===== config.mk =====
export PLATFORM = sky130hd
export DESIGN_NAME = integer_to_formatted_decimal_top
export DESIGN_NICKNAME = d
export VERILOG_FILES = /design/src/hdl/itfd_pkg.sv /design/src/hdl/itfd_front.sv /design/src/hdl/itfd_queue.sv /design/src/hdl/itfd_back.sv /design/src/hdl/integer_to_formatted_decimal_top.sv
export SDC_FILE = /design/constraint.sdc
export NUM_CORES = 1
export LEC_CHECK = 0
export BUFFER_PORTS_ARGS = -buffer_cell sky130_fd_sc_hd__buf_2
export CORE_MARGIN = 5
export CORE_UTILIZATION = 30
export DETAILED_ROUTE_END_ITERATION = 10
export HOLD_SLACK_MARGIN = 0.06
export SYNTH_ARGS = -nofsm -noshare
export SYNTH_HDL_FRONTEND = slang
export SYNTH_SLANG_ARGS = --single-unit

===== constraint.sdc =====
create_clock -name clk -period 4.65 [get_ports clk]
set_clock_uncertainty 0.15 [all_clocks]
set_input_delay 0.2325 -clock clk [delete_from_list [all_inputs] [get_ports clk]]
set_output_delay 0.2325 -clock clk [all_outputs]
set_load 0.02 [all_outputs]

===== src/hdl/itfd_pkg.sv =====
// itfd_pkg: shared types, character codes and format codes for the
// formatted decimal text block. No dependencies.
`timescale 1ns / 1ps

package itfd_pkg;

  // digit layout of the bcd conversion
  localparam int NUM_DIGITS = 10;
  localparam int DIGIT_W    = 4;
  localparam int CONV_STEPS = 16;   // two magnitude bits per step
  localparam int QUEUE_DEPTH_DEF = 2;

  // format codes
  localparam logic [1:0] FMT_PLAIN   = 2'd0;
  localparam logic [1:0] FMT_DOLLAR  = 2'd1;
  localparam logic [1:0] FMT_PERCENT = 2'd2;
  localparam logic [1:0] FMT_NOSEP   = 2'd3;

  // fixed characters
  localparam logic [7:0] CHAR_OPEN   = 8'h28;
  localparam logic [7:0] CHAR_CLOSE  = 8'h29;
  localparam logic [7:0] CHAR_DOLLAR = 8'h24;
  localparam logic [7:0] CHAR_PCT    = 8'h25;
  localparam logic [7:0] CHAR_ZERO   = 8'h30;
  localparam logic [7:0] SEP_RESET   = 8'd44;

  typedef logic [NUM_DIGITS-1:0][DIGIT_W-1:0] digits_t;

  typedef struct packed {
    logic signed [31:0] value;
    logic [1:0]         format_kind;
  } in_item_t;

  typedef struct packed {
    logic [7:0] text_char;
    logic       last_char;
  } out_item_t;

  // converted request handed from front to back
  typedef struct packed {
    digits_t    digits;
    logic [3:0] nd;
    logic       neg;
    logic [1:0] kind;
  } job_t;

  typedef enum logic [1:0] {
    FR_IDLE,
    FR_CONV,
    FR_HOLD
  } front_state_t;

  typedef enum logic [2:0] {
    BK_IDLE,
    BK_OPEN,
    BK_DOLLAR,
    BK_SEP,
    BK_DIGIT,
    BK_PCT,
    BK_CLOSE
  } back_state_t;

endpackage


===== src/hdl/itfd_front.sv =====
// itfd_front: accepts a request, takes the magnitude and converts it to
// bcd digits with shift-and-add-3, two bits per cycle. Uses itfd_pkg.
`timescale 1ns / 1ps

module itfd_front (
  input  logic             clk,
  input  logic             rst_n,
  input  logic             in_push,
  output logic             in_full,
  input  itfd_pkg::in_item_t in_data,
  input  logic             q_full,
  output logic             q_push,
  output itfd_pkg::job_t   q_data
);
  import itfd_pkg::*;

  front_state_t state_r, state_nxt;
  logic [3:0]   cnt_r, cnt_nxt;
  logic [31:0]  mag_r, mag_nxt;
  digits_t      bcd_r, bcd_nxt;
  logic         neg_r, neg_nxt;
  logic [1:0]   kind_r, kind_nxt;
  logic [3:0]   nd;
  logic         accept;

  // one shift-and-add-3 step over all digits
  function automatic digits_t dabble(input digits_t d, input logic b);
    digits_t t;
    logic [NUM_DIGITS*DIGIT_W-1:0] flat;
    for (int k = 0; k < NUM_DIGITS; k++) begin
      t[k] = (d[k] >= 4'd5) ? d[k] + 4'd3 : d[k];
    end
    flat = t;
    return {flat[NUM_DIGITS*DIGIT_W-2:0], b};
  endfunction

  // digit count: highest nonzero digit, at least one
  always_comb begin
    nd = 4'd1;
    for (int k = 0; k < NUM_DIGITS; k++) begin
      if (bcd_r[k] != '0) nd = 4'(k + 1);
    end
  end

  assign q_data = '{digits: bcd_r, nd: nd, neg: neg_r, kind: kind_r};

  // sequencer: idle, convert, hand over
  always_comb begin
    state_nxt = state_r;
    cnt_nxt   = cnt_r;
    mag_nxt   = mag_r;
    bcd_nxt   = bcd_r;
    neg_nxt   = neg_r;
    kind_nxt  = kind_r;
    in_full   = 1'b1;
    q_push    = 1'b0;
    accept    = 1'b0;
    case (state_r)
      FR_IDLE: begin
        in_full = 1'b0;
        accept  = in_push;
      end
      FR_CONV: begin
        bcd_nxt = dabble(dabble(bcd_r, mag_r[31]), mag_r[30]);
        mag_nxt = {mag_r[29:0], 2'b00};
        cnt_nxt = cnt_r + 4'd1;
        if (cnt_r == 4'(CONV_STEPS - 1)) state_nxt = FR_HOLD;
      end
      FR_HOLD: begin
        in_full = q_full;
        if (!q_full) begin
          q_push    = 1'b1;
          state_nxt = FR_IDLE;
          accept    = in_push;
        end
      end
      default: state_nxt = FR_IDLE;
    endcase
    // load a new request
    if (accept) begin
      neg_nxt   = in_data.value[31];
      mag_nxt   = in_data.value[31] ? 32'd0 - $unsigned(in_data.value)
                                    : $unsigned(in_data.value);
      bcd_nxt   = '0;
      kind_nxt  = in_data.format_kind;
      cnt_nxt   = 4'd0;
      state_nxt = FR_CONV;
    end
  end

  // state register
  always_ff @(posedge clk) begin
    if (!rst_n) begin
      state_r <= FR_IDLE;
      cnt_r   <= 4'd0;
    end else begin
      state_r <= state_nxt;
      cnt_r   <= cnt_nxt;
    end
  end

  // payload registers
  always_ff @(posedge clk) begin
    mag_r  <= mag_nxt;
    bcd_r  <= bcd_nxt;
    neg_r  <= neg_nxt;
    kind_r <= kind_nxt;
  end

endmodule


===== src/hdl/itfd_queue.sv =====
// itfd_queue: small fifo of converted requests between front and back.
// Uses itfd_pkg for the entry type.
`timescale 1ns / 1ps

module itfd_queue #(
  parameter int DEPTH = itfd_pkg::QUEUE_DEPTH_DEF
) (
  input  logic           clk,
  input  logic           rst_n,
  input  logic           push,
  input  itfd_pkg::job_t wr_data,
  output logic           full,
  input  logic           pop,
  output itfd_pkg::job_t rd_data,
  output logic           empty
);
  import itfd_pkg::*;

  localparam int PTR_W = (DEPTH > 1) ? $clog2(DEPTH) : 1;
  localparam int CNT_W = $clog2(DEPTH + 1);

  job_t             entry_r [DEPTH];
  logic [PTR_W-1:0] wptr_r, rptr_r;
  logic [CNT_W-1:0] count_r;
  logic             do_push, do_pop;

  assign full    = (count_r == CNT_W'(DEPTH));
  assign empty   = (count_r == '0);
  assign do_push = push && !full;
  assign do_pop  = pop && !empty;
  assign rd_data = entry_r[rptr_r];

  // pointers and fill count
  always_ff @(posedge clk) begin
    if (!rst_n) begin
      wptr_r  <= '0;
      rptr_r  <= '0;
      count_r <= '0;
    end else begin
      if (do_push) wptr_r <= (wptr_r == PTR_W'(DEPTH - 1)) ? '0 : wptr_r + 1'b1;
      if (do_pop)  rptr_r <= (rptr_r == PTR_W'(DEPTH - 1)) ? '0 : rptr_r + 1'b1;
      case ({do_push, do_pop})
        2'b10:   count_r <= count_r + 1'b1;
        2'b01:   count_r <= count_r - 1'b1;
        default: count_r <= count_r;
      endcase
    end
  end

  // entry storage
  always_ff @(posedge clk) begin
    if (do_push) entry_r[wptr_r] <= wr_data;
  end

endmodule


===== src/hdl/itfd_back.sv =====
// itfd_back: holds the separator register; walks a converted request, emits its
// characters to the output register, one per cycle unless stalled. Uses itfd_pkg.
`timescale 1ns / 1ps

module itfd_back (
  input  logic                 clk,
  input  logic                 rst_n,
  input  logic                 cfg_wr_en,
  input  logic [7:0]           cfg_wr_data,
  input  logic                 q_empty,
  input  itfd_pkg::job_t       q_data,
  output logic                 q_pop,
  output logic                 out_empty,
  input  logic                 out_pop,
  output itfd_pkg::out_item_t  out_data
);
  import itfd_pkg::*;

  back_state_t state_r, state_nxt, after;
  job_t        job_r, job_nxt;
  logic [3:0]  idx_r, idx_nxt, idx_after, dsel;
  out_item_t   out_r, out_nxt;
  logic        out_valid_r, out_valid_nxt;
  logic [7:0]  sep_r;
  logic [7:0]  ch;
  logic        emit, advance, load_ok;

  // entry state of a request
  function automatic back_state_t first_state(input job_t j);
    if (j.neg) return BK_OPEN;
    if (j.kind == FMT_DOLLAR) return BK_DOLLAR;
    return BK_DIGIT;
  endfunction

  // state after the last digit
  function automatic back_state_t tail_state(input job_t j);
    if (j.kind == FMT_PERCENT) return BK_PCT;
    if (j.neg) return BK_CLOSE;
    return BK_IDLE;
  endfunction

  assign advance   = !out_valid_r || out_pop;
  assign dsel      = idx_r - 4'd1;
  assign out_empty = !out_valid_r;
  assign out_data  = out_r;

  // character selection and sequencing
  always_comb begin
    state_nxt     = state_r;
    job_nxt       = job_r;
    idx_nxt       = idx_r;
    out_nxt       = out_r;
    out_valid_nxt = out_valid_r && !out_pop;
    q_pop         = 1'b0;
    emit          = 1'b1;
    ch            = CHAR_ZERO;
    after         = BK_IDLE;
    idx_after     = idx_r;
    case (state_r)
      BK_IDLE: emit = 1'b0;
      BK_OPEN: begin
        ch    = CHAR_OPEN;
        after = (job_r.kind == FMT_DOLLAR) ? BK_DOLLAR : BK_DIGIT;
      end
      BK_DOLLAR: begin
        ch    = CHAR_DOLLAR;
        after = BK_DIGIT;
      end
      BK_SEP: begin
        ch    = sep_r;
        after = BK_DIGIT;
      end
      BK_DIGIT: begin
        ch = CHAR_ZERO + {4'b0000, job_r.digits[dsel]};
        if (idx_r == 4'd1) begin
          after = tail_state(job_r);
        end else begin
          idx_after = idx_r - 4'd1;
          after = (job_r.kind != FMT_NOSEP &&
                   (idx_after == 4'd3 || idx_after == 4'd6 || idx_after == 4'd9))
                  ? BK_SEP : BK_DIGIT;
        end
      end
      BK_PCT: begin
        ch    = CHAR_PCT;
        after = job_r.neg ? BK_CLOSE : BK_IDLE;
      end
      BK_CLOSE: begin
        ch    = CHAR_CLOSE;
        after = BK_IDLE;
      end
      default: emit = 1'b0;
    endcase

    if (emit && advance) begin
      out_nxt       = '{text_char: ch, last_char: (after == BK_IDLE)};
      out_valid_nxt = 1'b1;
      state_nxt     = after;
      idx_nxt       = idx_after;
    end

    // pick up the next request as soon as this one ends
    load_ok = (state_r == BK_IDLE) || (emit && advance && after == BK_IDLE);
    if (load_ok && !q_empty) begin
      q_pop     = 1'b1;
      job_nxt   = q_data;
      state_nxt = first_state(q_data);
      idx_nxt   = q_data.nd;
    end
  end

  // control registers and separator
  always_ff @(posedge clk) begin
    if (!rst_n) begin
      state_r     <= BK_IDLE;
      out_valid_r <= 1'b0;
      idx_r       <= 4'd1;
      sep_r       <= SEP_RESET;
    end else begin
      state_r     <= state_nxt;
      out_valid_r <= out_valid_nxt;
      idx_r       <= idx_nxt;
      if (cfg_wr_en) sep_r <= cfg_wr_data;
    end
  end

  // payload registers
  always_ff @(posedge clk) begin
    job_r <= job_nxt;
    out_r <= out_nxt;
  end

  // digit position stays within the ten digits
  a_idx_range: assert property (@(posedge clk) disable iff (!rst_n)
    (state_r == BK_DIGIT || state_r == BK_SEP) |-> (idx_r >= 4'd1 && idx_r <= 4'd10))
    else $error("digit position out of range");

  // a separator is always followed by a digit
  a_sep_digit: assert property (@(posedge clk) disable iff (!rst_n)
    (state_r == BK_SEP && advance) |=> (state_r == BK_DIGIT))
    else $error("separator not followed by digit");

  // no new request is taken while a character is blocked and the walk is not idle
  a_no_pop_stall: assert property (@(posedge clk) disable iff (!rst_n)
    (out_valid_r && !out_pop && state_r != BK_IDLE) |-> !q_pop)
    else $error("request taken while output stalled");

  // a bracketed number ends in a closing bracket
  a_close_last: assert property (@(posedge clk) disable iff (!rst_n)
    (emit && advance && after == BK_IDLE && job_r.neg) |-> (ch == CHAR_CLOSE))
    else $error("negative text does not end in bracket");

endmodule


===== src/hdl/integer_to_formatted_decimal_top.sv =====
// integer_to_formatted_decimal_top: formatted decimal text generator.
// Instantiates itfd_front, itfd_queue and itfd_back; uses itfd_pkg.
//
// Usage:
//   Input queue: present value and format_kind on in_data with in_push; the
//   request is taken on a clock edge where in_full is low. Output queue: while
//   out_empty is low, out_data holds the next character; pulse out_pop to take
//   it. last_char marks the final character of each number.
//   Configuration: cfg_wr_en with cfg_wr_data sets the group separator; write
//   only while no request is in flight.
// Path: an accepted request passes the conversion, the hand-over into the
//   request queue, the load into the back and the output register.
// Throughput: the front converts two magnitude bits per cycle and takes the next
//   request only as it hands over the current one; the back emits one character
//   per cycle while out_pop keeps up, 1 to 16 per number.
// Reset: synchronous, active low; all queues empty, separator back to ','.
// Stall: a character waiting on out_pop holds the back; the request queue then
//   fills and the front raises in_full after its current conversion.
`timescale 1ns / 1ps

module integer_to_formatted_decimal_top #(
  parameter int QUEUE_DEPTH = itfd_pkg::QUEUE_DEPTH_DEF
) (
  input  logic                clk,
  input  logic                rst_n,
  input  logic                in_push,
  output logic                in_full,
  input  itfd_pkg::in_item_t  in_data,
  output logic                out_empty,
  input  logic                out_pop,
  output itfd_pkg::out_item_t out_data,
  input  logic                cfg_wr_en,
  input  logic [7:0]          cfg_wr_data
);
  import itfd_pkg::*;

  logic q_push, q_full, q_pop, q_empty;
  job_t q_wr_data, q_rd_data;

  // classify and convert
  itfd_front u_front (
    .clk     (clk),
    .rst_n   (rst_n),
    .in_push (in_push),
    .in_full (in_full),
    .in_data (in_data),
    .q_full  (q_full),
    .q_push  (q_push),
    .q_data  (q_wr_data)
  );

  // request queue between front and back
  itfd_queue #(.DEPTH(QUEUE_DEPTH)) u_queue (
    .clk     (clk),
    .rst_n   (rst_n),
    .push    (q_push),
    .wr_data (q_wr_data),
    .full    (q_full),
    .pop     (q_pop),
    .rd_data (q_rd_data),
    .empty   (q_empty)
  );

  // character emission
  itfd_back u_back (
    .clk         (clk),
    .rst_n       (rst_n),
    .cfg_wr_en   (cfg_wr_en),
    .cfg_wr_data (cfg_wr_data),
    .q_empty     (q_empty),
    .q_data      (q_rd_data),
    .q_pop       (q_pop),
    .out_empty   (out_empty),
    .out_pop     (out_pop),
    .out_data    (out_data)
  );

endmodule

# After elaboration in Yosys (flattened, before gate mapping)
# Memories as Yosys holds them, arrays and structs flattened. A register that Yosys moved wholly into a read port is not among the register bits.
# Cells that the tools add are included.
[totals]
reg_bits = 153
ramBits = 94
in_bits = 47
out_inout_bits = 11
wordCells = 238
memories = 1
[op_classes]
add_sub_neg = 28
magnitude_cmp = 21
n_eq_ne = 26
muxes = 85
bitwise = 2
reduce_logical = 38
[memory_table]
columns = ["memory", "words", "width", "rd", "rd_clocked_by_memory_dff", "wr", "line_no", "source"]
rows = [
  ["u_queue.entry_r", 2, 47, 1, 1, 1, "itfd_queue.sv:22", "job_t entry_r [DEPTH];"],
]
[ops]
columns = ["op", "count"]
rows = [
  ["2-to-1 mux 4 bit", 26],
  ["2-to-1 mux 32 bit", 3],
  ["greater-or-equal comparator 4 x 3 -> 1 bit, second input constant", 20],
  ["adder 4 x 2 -> 4 bit, second input constant", 18],
  ["2-to-1 mux 3 bit", 20],
  ["one-hot mux 8 bit (6 select lines)", 1],
  ["nonzero test 4 bit", 9],
  ["subtractor 1 x 32 -> 32 bit, first input constant", 1],
  ["2-to-1 mux 1 bit", 25],
  ["binary-select mux 4 bit (select 4 bit)", 1],
  ["one-hot mux 3 bit (4 select lines)", 1],
  ["== test 3 bit, second input constant", 3],
  ["AND reduction 3 bit", 3],
  ["== test 2 x 1 -> 1 bit, second input constant", 4],
  ["== test 2 bit, second input constant", 4],
  ["== test 4 bit, second input constant", 2],
  ["2-to-1 mux 2 bit", 4],
  ["nonzero test 2 bit", 4],
  ["adder 6 x 4 -> 7 bit, first input constant", 1],
  ["logical AND 1 bit", 7],
  ["adder 3 x 2 -> 3 bit, second input constant", 2],
  ["== test 3 x 2 -> 1 bit, second input constant", 2],
  ["logical NOT 3 bit", 2],
  ["inequality test 2 bit, second input constant", 3],
  ["other kinds (22)", 34],
]

# Depth between registers and ports, before layout
[logic_depth]
depth_word = 21
ltp_mapped = 13
depth_no_buf = 13

# Hierarchy
# Synthesis repeated with hierarchy kept, for this count alone.
[hier_totals]
cells_unflattened = 1038
hier_area_um2 = 12235.5
[modules_own_cells]
columns = ["module", "n_inst", "cells_each", "area_each_um2", "seq_area_each_um2"]
rows = [
  ["itfd_front", 1, 629, 5512.8, 1971.9],
  ["itfd_queue", 1, 172, 3613.5, 2922.8],
  ["itfd_back", 1, 237, 3109.2, 1881.8],
]

# Least setup slack after synthesis
# No wires, ideal clock.
[synth_timing]
path_kind = "register to register"
from = "register u_queue.count_r[0]"
to = "memory u_queue.entry_r[0][0] in the netlist's numbering (enable)"
setup_ns = 0.452
arrival_time_ns = 3.009
required_time_ns = 4.048
setup_slack_ns = 1.040
path_stages_with_launch = 5
n_path_buf = 1
synth_period_minus_slack_ns = 3.610
path_cell_list = "dfxtp_1 -> nor2b_1 -> or3b_2 -> clkbuf_1 -> nor2_1"
[synth_via]
elab_chain_len = 6
elab_cells_between_ends = 7
classes_between = "1 x eq/ne; 4 x mux; 2 x reduce/logical"
[synth_lines]
columns = ["element", "line_no", "source"]
rows = [
  ["start, declared", "itfd_queue.sv:24", "logic [CNT_W-1:0] count_r;"],
  ["start signal, assigned", "itfd_queue.sv:43", "2'b10: count_r <= count_r + 1'b1;"],
  ["start signal, assigned", "itfd_queue.sv:44", "2'b01: count_r <= count_r - 1'b1;"],
  ["start signal, assigned", "itfd_queue.sv:45", "default: count_r <= count_r;"],
  ["== test 2 bit (*)", "itfd_queue.sv:27", "assign full = (count_r == CNT_W'(DEPTH));"],
  ["2-to-1 mux 1 bit", "itfd_front.sv:71", "if (!q_full) begin"],
  ["2-to-1 mux 1 bit", "itfd_front.sv:58", "case (state_r)"],
  ["logical AND 1 bit (*)", "itfd_queue.sv:29", "assign do_push = push && !full;"],
  ["2-to-1 mux 1 bit (*)", "itfd_queue.sv:52", "if (do_push) entry_r[wptr_r] <= wr_data;"],
  ["2-to-1 mux 1 bit (not written as such) (*)", "itfd_queue.sv:52", ""],
  ["end, declared", "itfd_queue.sv:22", ""],
]
# Mark *: on every way between the ends. The rest lies on a longest branch, timed or not.

# Final worst setup path
[layout_timing]
from = "register u_back.idx_r[0]"
to = "register u_back.idx_r[2]"
[layout_via]
elab_chain_len = 14
elab_cells_between_ends = 23
classes_between = "1 x add/sub; 5 x eq/ne; 7 x mux; 10 x reduce/logical"
[layout_lines]
columns = ["element", "line_no", "source"]
rows = [
  ["start, declared", "itfd_back.sv:21", "logic [3:0] idx_r, idx_nxt, idx_after, dsel;"],
  ["start signal, assigned", "itfd_back.sv:122", "idx_r <= idx_nxt;"],
  ["subtractor 4 x 1 -> 4 bit", "itfd_back.sv:78", "idx_after = idx_r - 4'd1;"],
  ["== test 4 x 2 -> 1 bit / == test 4 x 3 -> 1 bit (equally long branches)", "itfd_back.sv:80", "(idx_after == 4'd3 || idx_after == 4'd6 || idx_after == 4'd9))"],
  ["logical OR 1 bit (2 in series)", "itfd_back.sv:80", ""],
  ["logical AND 1 bit", "itfd_back.sv:79", "after = (job_r.kind != FMT_NOSEP &&"],
  ["2-to-1 mux 3 bit", "itfd_back.sv:81", "? BK_SEP : BK_DIGIT;"],
  ["2-to-1 mux 3 bit", "itfd_back.sv:75", "if (idx_r == 4'd1) begin"],
  ["one-hot mux 3 bit (4 select lines)", "itfd_back.sv:59", "case (state_r)"],
  ["logical NOT 3 bit", "itfd_back.sv:103", "load_ok = (state_r == BK_IDLE) || (emit && advance && after == BK_IDLE);"],
  ["logical AND 1 bit", "itfd_back.sv:103", ""],
  ["logical OR 1 bit", "itfd_back.sv:103", ""],
  ["logical AND 1 bit", "itfd_back.sv:104", "if (load_ok && !q_empty) begin"],
  ["inequality test 2 bit (no source line) / nonzero test 2 bit (equally long branches)", "--", ""],
  ["AND reduction 3 bit (no source line)", "--", ""],
]
# Parallel ways exist; a longest one is shown, timed or not. The select of a mux whose other input is x is not followed.
# A chain may end at the register's enable or synchronous reset.

==> run_results.csv <==
group,metric,value,unit
finish,layout-drive-gt1-share,0.152,
synth,ys_seq_area_frac,0.553,
critical_path,cp-end-kind,"flop",
timing,hold_viol_final,0,
timing,setup_viol,0,
hold_path,hold_class,"in -> reg",
synth,synthMuxAreaShare,0.0843,
cts,cts_tree,"yes",
run_status,status,"completed",
pwr,p_leak,5.39,nW
timing,rsz0062_at_grt,"no",
hold_path,hp-start,"in_data[21]",
placement,gp_congestion,0.854,
critical_path,start_kind,"flop",
synth,synthXorXnorAreaFrac,0.0450,
synth,synth_edf_count,181,
cts,clock-sinks,248,
critical_path,reg2reg_slack,1.33,ns
synth,synthFlopType,"edfxtp_1",
timing,fin_hold_ws,0.117,ns
synth,ys_types,58,
global_route,antenna_found_initial,1,
finish,areaGrowthSynthToFinish,19.9,%
floorplanning,die_x,212,µm
synth,async_reset_ff_frac,0,
global_route,grt_remaining_overflow,0,
finish,final_common_cell,"edfxtp_1",
synth,ys_warn_count,0,
routing,dr.pass1.iters,5,
timing,tightest_slew,1.26,ns
critical_path,crit_buf_inv,1,
synth,synth_top_family_by_area,"simple AND/OR/NAND/NOR gates",
cts,clockBufferDepth,3,
finish,layout_common_cells,"edfxtp_1, nand2_1, o21ai_0",
global_route,grt_pass1_wl,42200,µm
cts,h-tree-depth,1,
critical_path,cp_num_cells,7,
timing,max_freq,301,MHz
cts,clk_latency,0.55,ns
critical_path,timing.critical_path.to,"u_back.idx_r[2]",
timing,finalSetupTns,0,ns
critical_path,r2r_cells,7,
cts,post_cts_resized,0,
critical_path,path_class,"reg -> reg",
pwr,power_density,524,mW/mm²
routing,antenna_left,0,
global_route,grt_usage,0.113,
floorplanning,core-area,0.0406,mm²
routing,drtIter0Drc,398,
critical_path,reg2reg_from,"u_back.idx_r[0]",
floorplanning,die_h,212,µm
critical_path,r2r_end,"u_back.idx_r[2]",
synth,synthesis.nets,1185,
critical_path,cp.arrival,3.64,ns
placement,io_buffers,57,
critical_path,required,4.96,ns
routing,vias,8319,
critical_path,path_cells,"ha_1 -> nor3b_1 -> o21ai_1 -> a211oi_4 -> buf_4 -> mux2i_1 -> a221oi_1",
routing,drc,0,
critical_path,critical_path.startpoint,"u_back.idx_r[0]",
pwr,power,7.69,mW
cts,cts_inserted_buffers,27,
finish,layout.nets,1295,
critical_path,path_max_fanout,57,
placement,dpl.hpwl,17200,µm
run,cap_violations,0,
critical_path,critPathTopFamily,"compound AO/OA/AOI/OAI gates",
synth,synth_compound_area_frac,0.110,
global_route,grt_pass1_vias,8100,
timing,relSlewSlack,0.155,
floorplanning,io_pins,58,
floorplanning,fp.dieArea,0.0450,mm²
timing,post-route-period-util,0.714,
cts,cts_root_buf,"clkbuf_16",
global_route,grt_max_degree,92,
critical_path,critPathMaxStageDelay,0.68,ns
synth,avgSynthCellArea,11.2,µm²
synth,synth_area,0.0123,mm²
synth,ys_ff_latch,248,
synth,syn_inst,1090,
floorplanning,initial_core_util,0.301,
routing,vias_per_cell,4.74,
cts,clkTransAtPathRegs,0.07,ns
routing,wl,25800,µm
timing,maxSlewViolCount,0,
synth,synthAdderAreaFrac,0.0490,
floorplanning,rows,74,
finish,fillers,3902,
synth,yosys.area_share.simple,0.127,
pwr,worst_ir_drop_vdd,0.247,mV
critical_path,cp_slowest_cell,"dfxtp_1",
routing,avgRoutedWirePerCell,14.7,µm
timing,fin_crit,3.32,ns
-- final cells by class --
cell class / instances / area (µm²) / area share
Clock buffer: 32 / 724 / 0.0493
Clock inverter: 18 / 240 / 0.0164
Inverter: 57 / 214 / 0.0146
Antenna cell: 1 / 2.50 / 0.000170
Timing Repair Buffer: 125 / 943 / 0.0642
Sequential cell: 248 / 6780 / 0.461
Tap cell: 532 / 666 / 0.0453
Multi-Input combinational cell: 741 / 5120 / 0.349
-- power breakdown --
group          leakage, nW  switching [mW]  internal [mW]
clock network        0.473           0.890           1.40
logic                 2.69            1.34           1.04
registers             2.23           0.278           2.74
total                 5.39            2.51           5.18
-- cell usage after synthesis, types with 8 or more instances --
cell type    n  share of area
a211oi_1     8         0.0049
a21oi_1     47          0.019
a31oi_1     11         0.0056
and2_1       8         0.0041
clkbuf_1    35          0.011
dfxtp_1     67           0.11
edfxtp_1   181           0.44
ha_1        48          0.049
inv_1       57          0.017
mux2_2      58          0.053
mux2i_1     38          0.031
nand2_1    116          0.036
nand2b_1    23          0.012
nand3_1     38          0.016
nand4_1      8         0.0041
nor2_1      45          0.014
nor2b_1     17         0.0087
nor3_1      14         0.0057
nor3b_1     24          0.015
o21ai_0     84          0.034
o21ai_1      8         0.0033
o31ai_1      9         0.0055
xnor2_1     29          0.021
xor2_1      34          0.024
-- layer usage --
metal  track usage  part of all wire
met4        0.0291             0.026
met1         0.156              0.47
met5             0                 0
met2         0.184              0.46
met3        0.0238             0.051
-- worst min-delay path by stage --
stage,slack (ns),depth (start not counted),to
floorplan,0.18,0,u_front.kind_r[0]
global placement,0.26,1,u_front.kind_r[0]
detailed placement,0.26,1,u_front.kind_r[1]
CTS,0.08,3,u_front.mag_r[19]
global route,0.11,3,u_front.mag_r[19]
finish,0.12,3,u_front.mag_r[19]
-- worst register-to-register path, stage by stage (launching register included) --
cell	delay, ns
dfxtp_1	0.68
ha_1	0.23
nor3b_1	0.48
o21ai_1	0.35
a211oi_4	0.33
buf_4	0.57
mux2i_1	0.20
a221oi_1	0.25
-- per-stage QoR --
stage / instance area [µm²] / cells / worst slack [ns] / utilization
CTS: 14700 / 1753 / 1.35 / 0.361
floorplan: 12300 / 1090 / 1.04 / -
global route: 14700 / 1753 / 1.02 / 0.361
finish: 14700 / 1754 / 1.33 / 0.361
global placement: 13100 / 1644 / 1.55 / 0.323
detailed placement: 13100 / 1644 / 1.39 / 0.323
-- registers in the layout, indices dropped and copies added (netlist names), 3 cells and up, named ones only --
register and flops:
u_front.q_data 40, u_front.mag_r 32, u_back.idx_r 4, u_front.cnt_r 4, u_back.out_data 9, u_back.sep_r 8
u_back.state_r 3, u_back.job_r 43, u_queue.entry_r 94
-- logic make-up after synthesis --
kind of cell	count (synthesis)
AO/OA/AOI/OAI	220
XOR/XNOR	63
adder cells (fa/ha/maj)	48
buffers and inverters	101
flip-flops	248
multiplexers	96
AND/OR/NAND/NOR	314
-- what timing repair did --
| action | in CTS | in global routing |
|---|---|---|
| endpoints found under the hold margin | 49 | 0 |
| setup endpoints to repair | 0 | 0 |
| setup buffers | 0 | 0 |
| hold buffers | 59 | 0 |
No activity file was read; power rests on OpenSTA's default activity.
